<file path="src/hw/rtl/i2a_pkg.sv">
// shared types, opcodes and character helpers for the integer to ascii formatter
package i2a_pkg;

	localparam int VALUE_W   = 64;
	localparam int DIGITS    = 16;
	localparam int BCD_W     = 40;
	localparam int DAB_STEPS = 16;

	// opcodes
	localparam logic [2:0] OP_SDEC = 3'd0;
	localparam logic [2:0] OP_UDEC = 3'd1;
	localparam logic [2:0] OP_HEXL = 3'd2;
	localparam logic [2:0] OP_HEXU = 3'd3;
	localparam logic [2:0] OP_PTR  = 3'd4;

	localparam logic [7:0] CH_ZERO  = 8'h30;
	localparam logic [7:0] CH_MINUS = 8'h2d;
	localparam logic [7:0] CH_X     = 8'h78;
	localparam logic [7:0] CH_LA    = 8'h61;
	localparam logic [7:0] CH_UA    = 8'h41;

	localparam logic [7:0] NIL_TEXT [5] = '{8'h28, 8'h6e, 8'h69, 8'h6c, 8'h29};
	localparam logic [4:0] NIL_LEN = 5'd5;

	typedef struct packed {
		logic [2:0]  opcode;
		logic [63:0] value;
	} in_item_t;

	typedef struct packed {
		logic [7:0] char_code;
		logic       last;
		logic [4:0] char_count;
	} out_item_t;

	typedef enum logic [1:0] {
		ST_IDLE,
		ST_CONV,
		ST_SCAN,
		ST_EMIT
	} state_t;

	typedef struct packed {
		logic load;
		logic step;
		logic scan;
		logic emit;
	} dp_cmd_t;

	typedef struct packed {
		logic last_char;
		logic out_free;
	} dp_status_t;

	// ascii for one digit in decimal, lower hex or upper hex
	function automatic logic [7:0] digit_char(logic [3:0] d, logic upper);
		logic [7:0] c;
		if (d < 4'd10) begin
			c = CH_ZERO + {4'b0, d};
		end else if (upper) begin
			c = CH_UA + {4'b0, d} - 8'd10;
		end else begin
			c = CH_LA + {4'b0, d} - 8'd10;
		end
		return c;
	endfunction

endpackage

</file>
<file path="src/hw/rtl/i2a_ctrl.sv">
// controller state machine: load, decimal conversion, digit scan, character emission
module i2a_ctrl
	import i2a_pkg::*;
(
	input  logic       clk,
	input  logic       arst_n,
	input  logic       in_valid,
	input  logic [2:0] in_opcode,
	output logic       in_ready,
	output dp_cmd_t    cmd,
	input  dp_status_t status
);

	localparam int CNT_W = $clog2(DAB_STEPS);

	state_t           state_q, state_nx;
	logic [CNT_W-1:0] cnt_q;
	logic             accept;
	logic             op_ok;
	logic             op_dec;

	assign accept = in_valid && in_ready;
	assign op_ok  = (in_opcode == OP_SDEC) || (in_opcode == OP_UDEC) ||
		(in_opcode == OP_HEXL) || (in_opcode == OP_HEXU) || (in_opcode == OP_PTR);
	assign op_dec = (in_opcode == OP_SDEC) || (in_opcode == OP_UDEC);

	// next state
	always_comb begin
		state_nx = state_q;
		unique case (state_q)
			ST_IDLE: begin
				if (accept && op_ok) begin
					state_nx = op_dec ? ST_CONV : ST_SCAN;
				end
			end
			ST_CONV: begin
				if (cnt_q == CNT_W'(DAB_STEPS - 1)) begin
					state_nx = ST_SCAN;
				end
			end
			ST_SCAN: begin
				state_nx = ST_EMIT;
			end
			ST_EMIT: begin
				if (status.out_free && status.last_char) begin
					state_nx = ST_IDLE;
				end
			end
			default: begin
				state_nx = ST_IDLE;
			end
		endcase
	end

	// outputs
	always_comb begin
		in_ready = 1'b0;
		cmd      = '0;
		unique case (state_q)
			ST_IDLE: begin
				in_ready = 1'b1;
				cmd.load = accept;
			end
			ST_CONV: begin
				cmd.step = 1'b1;
			end
			ST_SCAN: begin
				cmd.scan = 1'b1;
			end
			ST_EMIT: begin
				cmd.emit = status.out_free;
			end
			default: begin
				in_ready = 1'b0;
			end
		endcase
	end

	// state and conversion step count
	always_ff @(posedge clk or negedge arst_n) begin
		if (!arst_n) begin
			state_q <= ST_IDLE;
			cnt_q   <= '0;
		end else begin
			state_q <= state_nx;
			if (state_q == ST_CONV) begin
				cnt_q <= cnt_q + 1'b1;
			end else begin
				cnt_q <= '0;
			end
		end
	end

endmodule

</file>
<file path="src/hw/rtl/i2a_dp.sv">
// datapath: operand load, double dabble, digit count and output register
module i2a_dp
	import i2a_pkg::*;
#(
	parameter int POINTER_BITS = 64
) (
	input  logic       clk,
	input  logic       arst_n,
	input  in_item_t   in_data,
	input  dp_cmd_t    cmd,
	output dp_status_t status,
	output logic       out_valid,
	input  logic       out_ready,
	output out_item_t  out_data
);

	localparam logic [VALUE_W-1:0] PTR_MASK = {VALUE_W{1'b1}} >> (VALUE_W - POINTER_BITS);

	logic [2:0]          mode_q;
	logic                neg_q;
	logic [31:0]         bin_q;
	logic [4*DIGITS-1:0] digits_q;
	logic [4:0]          len_q;
	logic [1:0]          prefix_q;
	logic                nil_q;
	logic [4:0]          char_idx_q;
	logic [3:0]          dig_pos_q;
	logic                out_valid_q;
	out_item_t           out_q;

	logic [31:0]       low;
	logic              in_neg;
	logic [71:0]       dab_nx;
	logic [3:0]        hi_dig;
	logic [1:0]        prefix_nx;
	logic              nil_nx;
	logic [3:0]        cur_dig;
	logic [7:0]        cur_char;
	logic              in_prefix;
	logic              is_last;

	// two shift-and-add-3 steps on {bcd, binary}
	function automatic logic [71:0] dabble2(logic [71:0] s);
		logic [71:0] t;
		t = s;
		for (int j = 0; j < 2; j++) begin
			for (int d = 0; d < 10; d++) begin
				if (t[32+4*d +: 4] >= 4'd5) begin
					t[32+4*d +: 4] = t[32+4*d +: 4] + 4'd3;
				end
			end
			t = t << 1;
		end
		return t;
	endfunction

	assign low    = in_data.value[31:0];
	assign in_neg = (in_data.opcode == OP_SDEC) && low[31];
	assign dab_nx = dabble2({digits_q[BCD_W-1:0], bin_q});

	// highest nonzero digit, zero when all are zero
	always_comb begin
		hi_dig = '0;
		for (int i = 0; i < DIGITS; i++) begin
			if (digits_q[4*i +: 4] != 4'd0) begin
				hi_dig = 4'(i);
			end
		end
	end

	assign nil_nx    = (mode_q == OP_PTR) && (digits_q == '0);
	assign prefix_nx = neg_q ? 2'd1 : ((mode_q == OP_PTR) ? 2'd2 : 2'd0);

	// character selection for the current position
	assign in_prefix = char_idx_q < {3'b0, prefix_q};
	assign cur_dig   = digits_q[{dig_pos_q, 2'b00} +: 4];
	always_comb begin
		if (nil_q) begin
			cur_char = NIL_TEXT[char_idx_q[2:0]];
		end else if (in_prefix) begin
			if (neg_q) begin
				cur_char = CH_MINUS;
			end else begin
				cur_char = char_idx_q[0] ? CH_X : CH_ZERO;
			end
		end else begin
			cur_char = digit_char(cur_dig, mode_q == OP_HEXU);
		end
	end

	assign is_last          = char_idx_q == (len_q - 5'd1);
	assign status.last_char = is_last;
	assign status.out_free  = !out_valid_q || out_ready;

	// operand and conversion registers
	always_ff @(posedge clk) begin
		if (cmd.load) begin
			mode_q <= in_data.opcode;
			neg_q  <= in_neg;
			bin_q  <= in_neg ? (~low + 32'd1) : low;
			if (in_data.opcode == OP_PTR) begin
				digits_q <= in_data.value & PTR_MASK;
			end else if ((in_data.opcode == OP_HEXL) || (in_data.opcode == OP_HEXU)) begin
				digits_q <= {32'b0, low};
			end else begin
				digits_q <= '0;
			end
		end else if (cmd.step) begin
			digits_q[BCD_W-1:0] <= dab_nx[71:32];
			bin_q               <= dab_nx[31:0];
		end
		if (cmd.scan) begin
			nil_q      <= nil_nx;
			prefix_q   <= prefix_nx;
			len_q      <= nil_nx ? NIL_LEN : ({3'b0, prefix_nx} + {1'b0, hi_dig} + 5'd1);
			char_idx_q <= '0;
			dig_pos_q  <= hi_dig;
		end else if (cmd.emit) begin
			char_idx_q <= char_idx_q + 5'd1;
			if (!nil_q && !in_prefix) begin
				dig_pos_q <= dig_pos_q - 4'd1;
			end
		end
	end

	// output register
	always_ff @(posedge clk or negedge arst_n) begin
		if (!arst_n) begin
			out_valid_q <= 1'b0;
		end else if (cmd.emit) begin
			out_valid_q <= 1'b1;
		end else if (out_ready) begin
			out_valid_q <= 1'b0;
		end
	end

	always_ff @(posedge clk) begin
		if (cmd.emit) begin
			out_q.char_code  <= cur_char;
			out_q.last       <= is_last;
			out_q.char_count <= is_last ? len_q : 5'd0;
		end
	end

	assign out_valid = out_valid_q;
	assign out_data  = out_q;

endmodule

</file>
<file path="src/hw/rtl/integer_to_ascii_formatter_core.sv">
// top level of the integer to ascii formatter
//
//  channel | direction | payload     | transfer when
//  in      | input     | in_item_t   | in_valid && in_ready
//  out     | output    | out_item_t  | out_valid && out_ready
//
// decimal modes: the controller takes the item, runs the double dabble (2 bits per
// cycle), scans the digits, then emits the characters one by one.
// hex and pointer modes skip the dabble and go from the item straight to the scan.
// one item is in flight at a time; in_ready is high only while idle.
// a stall on out holds the character in the output register and pauses emission.
// reset clears the controller and the output valid; no clearing pass.
module integer_to_ascii_formatter_core
	import i2a_pkg::*;
#(
	parameter int POINTER_BITS = 64
) (
	input  logic      clk,
	input  logic      arst_n,
	input  logic      in_valid,
	output logic      in_ready,
	input  in_item_t  in_data,
	output logic      out_valid,
	input  logic      out_ready,
	output out_item_t out_data
);

	dp_cmd_t    cmd;
	dp_status_t status;

	i2a_ctrl u_ctrl (
		.clk       (clk),
		.arst_n    (arst_n),
		.in_valid  (in_valid),
		.in_opcode (in_data.opcode),
		.in_ready  (in_ready),
		.cmd       (cmd),
		.status    (status)
	);

	i2a_dp #(
		.POINTER_BITS (POINTER_BITS)
	) u_dp (
		.clk       (clk),
		.arst_n    (arst_n),
		.in_data   (in_data),
		.cmd       (cmd),
		.status    (status),
		.out_valid (out_valid),
		.out_ready (out_ready),
		.out_data  (out_data)
	);

endmodule

</file>
<file path="config.mk">
export PLATFORM = sky130hd
export DESIGN_NAME = integer_to_ascii_formatter_core
export DESIGN_NICKNAME = d
export VERILOG_FILES = /design/src/hw/rtl/i2a_pkg.sv /design/src/hw/rtl/i2a_ctrl.sv /design/src/hw/rtl/i2a_dp.sv /design/src/hw/rtl/integer_to_ascii_formatter_core.sv
export SDC_FILE = /design/constraint.sdc
export NUM_CORES = 1
export LEC_CHECK = 0
export BUFFER_PORTS_ARGS = -buffer_cell sky130_fd_sc_hd__buf_2
export CORE_AREA = 2 2 199 142
export CTS_CLUSTER_SIZE = 12
export DETAILED_ROUTE_END_ITERATION = 10
export DIE_AREA = 0 0 201 144
export PLACE_DENSITY_LB_ADDON = 0.08
export SYNTH_ARGS = -nofsm -noshare
export SYNTH_HDL_FRONTEND = slang
export SYNTH_HIERARCHICAL = 1
export SYNTH_SLANG_ARGS = --single-unit
export TNS_END_PERCENT = 100
</file>
<file path="constraint.sdc">
create_clock -name clk -period 7.7 [get_ports clk]
set_input_delay 0.77 -clock clk [delete_from_list [all_inputs] [get_ports clk]]
set_output_delay 0.77 -clock clk [all_outputs]
set_load 0.02 [all_outputs]
</file>
==> run_results.csv, run 1 <==
group,metric,value,unit
cts,clock_latency,0.43,ns
yosys,syn-cell-area,9320,sq um
drt,avgRoutedWirePerCell,17.9,um
final_layout,antenna_cells,0,
yosys,yosys.cell_types.count,63,
final_layout,nets,1137,
final_layout,final_util,39.5,%
drt,ant_nets,0,
final_layout,syn2layout_area_growth,15.6,%
cts,h-tree-depth,4,
cts,post_cts_buffers,0,
timing,max_freq,265,MHz
cts,cts_buffers,17,
setup_path,critPathMaxFanout,16,
timing,rsz0062_at_grt,"no",
timing,setup_viol,0,
timing,fin_setup_tns,0,ns
drt,met2_length,9.87,mm
timing,finalMaxSlewViolations,0,
drt,top_layer,"met4",
floorplanning,die_y,144,um
timing,final.min_clock_period,3.78,ns
drt,drt_first_pass_iters,5,
floorplanning,ios,87,
global_routing,grt_max_degree,68,
power_and_ir_drop,swShare,40.4,%
timing,finalCritPeriodShare,49.0,%
cts,clock_path_buffers,2,
power_and_ir_drop,clkPwrFrac,17.9,%
global_routing,grt_pass1_wl,38.2,mm
cts,cts_tree,"yes",
cts,clock-sinks,137,
drt,vias_per_cell,5.07,
status,outcome,"complete, no violations",
yosys,yosysWarningCount,6,
timing,tightestPinTransition,1.04,ns
drt,drtIter0Drc,556,
floorplanning,die_w,201,um
yosys,synth_cells,927,
setup_path,critPathKind,"in2reg",
drt,dr_wl_met3,1.10,mm
yosys,synth_edf_count,125,
setup_path,cp.arrival,3.91,ns
power_and_ir_drop,internal_power,0.00308,W
floorplanning,start_util,34.2,%
global_routing,grtUsageTotal,17.4,%
global_routing,antenna_found_initial,0,
yosys,synth_flop_cell,"edfxtp_1",
yosys,ys_seq_area_share,43.2,%
worst_hold_path,min_path_type,"in2async",
power_and_ir_drop,powerDensity,479,nW/um^2
setup_path,cp-end-kind,"flip-flop",
global_routing,grt_overflow_total,0,
timing,clock_skew,0.00836,ns
cts,cts_resized,0,
setup_path,critPathRequiredTime,7.83,ns
cts,root_buffer,"clkbuf_16",
yosys,synth-seq-cells,137,
cts,cts.reportedPaths.clkPinSlew,0.06,ns
drt,drc_errors,0,
global_routing,grt_pass1_vias,6620,
power_and_ir_drop,p_sw,0.00209,W
setup_path,cp-start-kind,"input pin",
flow_run,maxCapViolCount,0,
floorplanning,die_area,28900,sq um
timing,relSlewSlack,30.0,%
placed_design,port_buffers,85,
floorplanning,rows,51,
drt,finalWirelength,24.8,mm
power_and_ir_drop,ir_worst_vdd,0.246,mV
drt,wl_met1,13.7,mm
timing,hold_viol_final,0,
floorplanning,coreArea,27200,sq um
yosys,syn_avg_cell_area,10.1,sq um
power_and_ir_drop,pwr-share-comb,50.9,%
placed_design,post-dp-hpwl,18.3,mm
yosys,synth_nets,1059,
setup_path,r2r_slack,4.14,ns
placed_design,gp_congestion,0.768,
power_and_ir_drop,p_leak,4.21,nW
power_and_ir_drop,sequentialPowerShare,31.2,%
yosys,ys_async_sr_fraction,5.11,%
cts,postCtsHoldBufs,0,
drt,num_vias,7036,
final_layout,drive_above_1_share,14.9,%
[metrics by stage]
stage               setup WS (ns)  instance area, sq um  hold WS (ns)  power [W]  std cells
floorplan                    4.14                  9320         0.432    0.00358        927
global route                 3.43                 10800         0.160    0.00561       1389
CTS                          3.88                 10800         0.155    0.00520       1389
finish                       3.92                 10800         0.171    0.00516       1389
global placement             3.55                 10100         0.459    0.00424       1357
detailed placement           3.43                 10100         0.458    0.00425       1357
[placed cells by master, fill, tap and decap left out, types with 4 or more instances in the layout]
cell       synthesis  routed
nor3_1            15      14
ha_1              60      60
buf_4              2       5
clkbuf_16          0      17
a21oi_1           84      84
nor3b_1           24      24
dfxtp_1            5       5
mux4_2            15      15
mux2_2            12      12
a22oi_1            4       4
a22o_1             6       6
nor2_1            73      72
and3_1             6       6
a211oi_1           5       5
o41ai_1            6       6
clkinv_1           0       6
inv_1             66      66
a31oi_1            6       6
xnor2_1           41      41
edfxtp_1         125     125
a21boi_0           6       6
o31ai_1            4       4
and2_1            36      35
bufinv_16          0       6
nor2b_1           13      13
mux2i_1           35      35
nand2_1           69      69
buf_2              6      85
o21ai_0           51      51
xor2_1            14      14
or4_1              6       6
a221oi_1           5       5
dfrtp_1            7       7
o21a_1             8       8
nand2b_1          28      28
nor4_1             6       6
nand3_1           17      17
[area by class of cell]
class / count / area (sq um)
well taps: 371 / 464
multi-input cells: 693 / 4930
repair buffers: 90 / 463
fillers: 2715 / 16500
inverters: 66 / 248
clock inverters: 12 / 203
flip-flops and latches: 137 / 4030
clock buffers: 20 / 437
[flip-flops by register name, summed over array words and instances, names as in the netlist]
signal / count
u_dp/digits_q: 64
u_dp/bin_q: 32
u_dp/out_data: 13
u_dp/char_idx_q: 5
u_dp/len_q: 5
u_ctrl/cnt_q: 4
u_dp/dig_pos_q: 4
u_dp/mode_q: 3
u_ctrl/state_q: 2
u_dp/prefix_q: 2
u_dp/neg_q: 1
u_dp/nil_q: 1
u_dp/out_valid: 1
[cell usage after synthesis, types with 4 or more instances]
| cell type | instances | share of area, % |
|---|---|---|
| a211oi_1 | 5 | 0.40 |
| a21boi_0 | 6 | 0.48 |
| a21oi_1 | 84 | 4.5 |
| a221oi_1 | 5 | 0.47 |
| a22o_1 | 6 | 0.56 |
| a22oi_1 | 4 | 0.32 |
| a31oi_1 | 6 | 0.40 |
| and2_1 | 36 | 2.4 |
| and3_1 | 6 | 0.40 |
| buf_2 | 6 | 0.32 |
| clkbuf_1 | 22 | 0.89 |
| dfrtp_1 | 7 | 1.9 |
| dfxtp_1 | 5 | 1.1 |
| edfxtp_1 | 125 | 40 |
| ha_1 | 60 | 8.1 |
| inv_1 | 66 | 2.7 |
| mux2_2 | 12 | 1.4 |
| mux2i_1 | 35 | 3.8 |
| mux4_2 | 15 | 3.6 |
| nand2_1 | 69 | 2.8 |
| nand2b_1 | 28 | 1.9 |
| nand3_1 | 17 | 0.91 |
| nor2_1 | 73 | 2.9 |
| nor2b_1 | 13 | 0.87 |
| nor3_1 | 15 | 0.81 |
| nor3b_1 | 24 | 1.9 |
| nor4_1 | 6 | 0.40 |
| o21a_1 | 8 | 0.64 |
| o21ai_0 | 51 | 2.7 |
| o31ai_1 | 4 | 0.32 |
| o41ai_1 | 6 | 0.56 |
| or4_1 | 6 | 0.48 |
| xnor2_1 | 41 | 3.9 |
| xor2_1 | 14 | 1.3 |
[worst paths after layout]
check | startpoint | end | depth (start not counted)
setup / recovery | in_data[64] | u_dp/bin_q[30]$_DFFE_PP_ | 9
hold / removal | arst_n | u_dp/out_valid$_DFFE_PN0P_ | 1
setup reg to reg | u_ctrl/state_q[0]$_DFFE_PN0P_ | u_dp/digits_q[5]$_DFFE_PP_ | 6
hold reg to reg | u_ctrl/cnt_q[0]$_DFF_PN0_ | u_ctrl/cnt_q[0]$_DFF_PN0_ | 1
max in group asynchronous | arst_n | u_ctrl/cnt_q[1]$_DFF_PN0_ | 1
min in group clk | u_ctrl/cnt_q[0]$_DFF_PN0_ | u_ctrl/cnt_q[0]$_DFF_PN0_ | 1
[cell families (layout without fill, tap and decap cells)]
group           after synthesis  count (layout)  share of synthesized area [%]
simple gates                311             311                           17.4
compound gates              203             203                           13.0
flops                       137             137                           43.2
buf+inv                      97             188                           4.07
mux                          62              62                           8.83
fa+ha+maj                    61              61                           8.27
xor+xnor                     55              55                           5.17
other cells                   1               1                         0.0402
[worst max-delay path: stages]
cell and delay, ns:
buf_2 0.12, nor3_1 0.40, nand2_1 0.48, inv_1 0.57, nand2_1 0.19, a41oi_1 0.79, a31oi_1 0.18, mux2_2 0.28
o311ai_0 0.11
[power groups by stage]
stage / registers [W] / logic [W] / clock network, W
floorplan: 0.00151 / 0.00207 / 0
global placement: 0.00162 / 0.00261 / 0
detailed placement: 0.00162 / 0.00263 / 0
CTS: 0.00161 / 0.00264 / 0.000947
global route: 0.00165 / 0.00298 / 0.000977
finish: 0.00161 / 0.00263 / 0.000923
[metal layers]
layer	global-route usage [%]	vias to the layer above
met5	0	-
met4	4.13	0
met3	3.36	10
met2	24.6	143
met1	27.0	3377
li1	-	3506
No activity file was read; power rests on OpenSTA's default activity.
==> inputs of run 2 (changes only) <==
==> constraint.sdc (replaced) <==
create_clock -name clk -period 3.6 [get_ports clk]
set_input_delay 0.36 -clock clk [delete_from_list [all_inputs] [get_ports clk]]
set_output_delay 0.36 -clock clk [all_outputs]
set_load 0.02 [all_outputs]
==> run_results.csv, run 2 (synthesized netlist as in run 1, its figures left out) <==
group,metric,value,unit
status,outcome,"complete, no violations",
timing,relSlewSlack,49.3,%
timing,max_freq,318,MHz
global_routing,grt_pass1_vias,6776,
timing,finalCritPeriodShare,87.3,%
final_layout,final_cell_count_no_fill,1403,
final_layout,antenna_cells,0,
cts,cts_tree,"yes",
cts,clock-sinks,137,
power_and_ir_drop,clkPwrFrac,16.2,%
timing,setup_viol,0,
timing,clock_skew,0.00986,ns
setup_path,critPathRequiredTime,3.78,ns
timing,rsz0062_at_grt,"no",
drt,finalWirelength,24.9,mm
global_routing,antenna_found_initial,0,
floorplanning,start_util,34.2,%
placed_design,gp_congestion,0.805,
cts,cts_resized,0,
setup_path,cp.arrival,3.32,ns
global_routing,grt_max_degree,110,
final_layout,syn2layout_area_growth,16.4,%
drt,num_vias,7032,
global_routing,grtUsageTotal,17.7,%
global_routing,grt_pass1_wl,39.0,mm
power_and_ir_drop,powerDensity,1020,nW/um^2
global_routing,grt_overflow_total,0,
final_layout,final_common_cell,"edfxtp_1",
timing,finalMaxSlewViolations,0,
drt,vias_per_cell,5.01,
timing,hold_viol_final,0,
final_layout,regMostFlops,"u_dp/digits_q",
power_and_ir_drop,p_leak,4.26,nW
power_and_ir_drop,swShare,41.5,%
cts,root_buffer,"clkbuf_16",
drt,ant_nets,0,
placed_design,port_buffers,85,
floorplanning,die_y,144,um
cts,cts.reportedPaths.clkPinSlew,0.06,ns
cts,h-tree-depth,4,
timing,setup_ws,0.456,ns
final_layout,n_fill_cell,2701,
placed_design,post-dp-hpwl,18.5,mm
floorplanning,coreArea,27200,sq um
timing,final.min_clock_period,3.14,ns
worst_hold_path,min_path_type,"in2reg",
floorplanning,die_area,28900,sq um
placed_design,placedCellCount,1370,
power_and_ir_drop,sequentialPowerShare,31.0,%
setup_path,cp-end-kind,"flip-flop",
flow_run,maxCapViolCount,0,
floorplanning,ios,87,
placed_design,place_ws,0.438,ns
final_layout,nets,1151,
drt,avgRoutedWirePerCell,17.8,um
cts,clock_path_buffers,2,
cts,cts_buffers,17,
floorplanning,rows,51,
drt,drc_errors,0,
timing,tightestPinTransition,0.754,ns
power_and_ir_drop,p_sw,0.00458,W
setup_path,critPathMaxFanout,4,
final_layout,largest_reg_flops,64,
drt,drt_first_pass_iters,4,
drt,drtIter0Drc,403,
power_and_ir_drop,internal_power,0.00644,W
setup_path,cp-start-kind,"flip-flop",
timing,fin_setup_tns,0,ns
power_and_ir_drop,ir_worst_vdd,0.416,mV
cts,clock_latency,0.43,ns
final_layout,drive_above_1_share,16.7,%
final_layout,most-common-layout-cells,"125 x edfxtp_1, 85 x buf_2, 84 x a21oi_1",
setup_path,critPathKind,"reg2reg",
power_and_ir_drop,pwr-share-comb,52.8,%
floorplanning,die_w,201,um
## run 2: changes by cell type in the layout (fill, tap and decap cells not counted), sizes merged
cell         previous run  this run
buf                    90       103
bufinv                  6         3
clkbuf                 20        18
clkinv                  6         9
clkinvlp                0         2
dlygate4sd3             0         1
## run 2: metrics by stage
stage	area [sq um]	hold slack, ns	utilization, %	power (W)
after global routing	10800	0.179	39.8	0.0120
after detailed placement	10300	0.206	37.6	0.00924
final	10800	0.191	39.8	0.0110
after floorplan	9320	0.0644	-	0.00766
after CTS	10800	0.164	39.8	0.0111
after global placement	10300	0.209	37.6	0.00924
## run 2: layout make-up
class	count	area (sq um)	share of cell area (%)
multi-input cells	693	4930	45.4
flip-flops and latches	137	4030	37.1
repair buffers	104	596	5.49
well taps	371	464	4.28
clock buffers	18	429	3.96
inverters	66	248	2.28
clock inverters	14	156	1.44
## run 2: worst paths after layout
check                      slack [ns]                           to  cells past startpoint                        from
setup / recovery                 0.46  u_dp/len_q[2]$_SDFFCE_PP1P_                     12  u_dp/digits_q[8]$_DFFE_PP_
hold / removal                   0.19     u_dp/mode_q[0]$_DFFE_PP_                      1                 in_data[64]
setup reg to reg                 0.46  u_dp/len_q[2]$_SDFFCE_PP1P_                     12  u_dp/digits_q[8]$_DFFE_PP_
hold reg to reg                  0.47    u_ctrl/cnt_q[0]$_DFF_PN0_                      1   u_ctrl/cnt_q[0]$_DFF_PN0_
max in group asynchronous        3.12    u_ctrl/cnt_q[0]$_DFF_PN0_                      2                      arst_n
min in group asynchronous        0.32   u_dp/out_valid$_DFFE_PN0P_                      2                      arst_n
## run 2: metal layers
layer  up-vias  wire length (um)  global-route usage, %
met5         -                 0                      0
met3        12              1050                   3.40
met2       133             10100                   24.7
met4         0               202                   4.33
met1      3349             13600                   27.5
li1       3538                 -                      -
## run 2: worst max-delay path, cell delays in order (launching register included)
cell      delay [ns]
edfxtp_1        0.43
inv_1           0.11
ha_1            0.21
or3b_2          0.47
o211ai_1        0.18
a21boi_0        0.11
o211ai_1        0.20
a311o_1         0.22
a21oi_1         0.09
ha_1            0.22
fa_1            0.41
xnor2_1         0.16
nand2_1         0.08
## run 2: what timing repair did
| item | 4_1_cts | 5_1_grt |
|---|---|---|
| hold buffers | 1 | 0 |
| buffers inserted | 0 | 0 |
| endpoints found under the hold margin | 7 | 0 |
## run 2: power groups by stage
stage               combinational, W  sequential, W  clock (W)
floorplan                    0.00442        0.00324          0
global placement             0.00580        0.00344          0
detailed placement           0.00581        0.00343          0
CTS                          0.00586        0.00341    0.00185
global route                 0.00660        0.00350    0.00191
finish                       0.00582        0.00341    0.00179
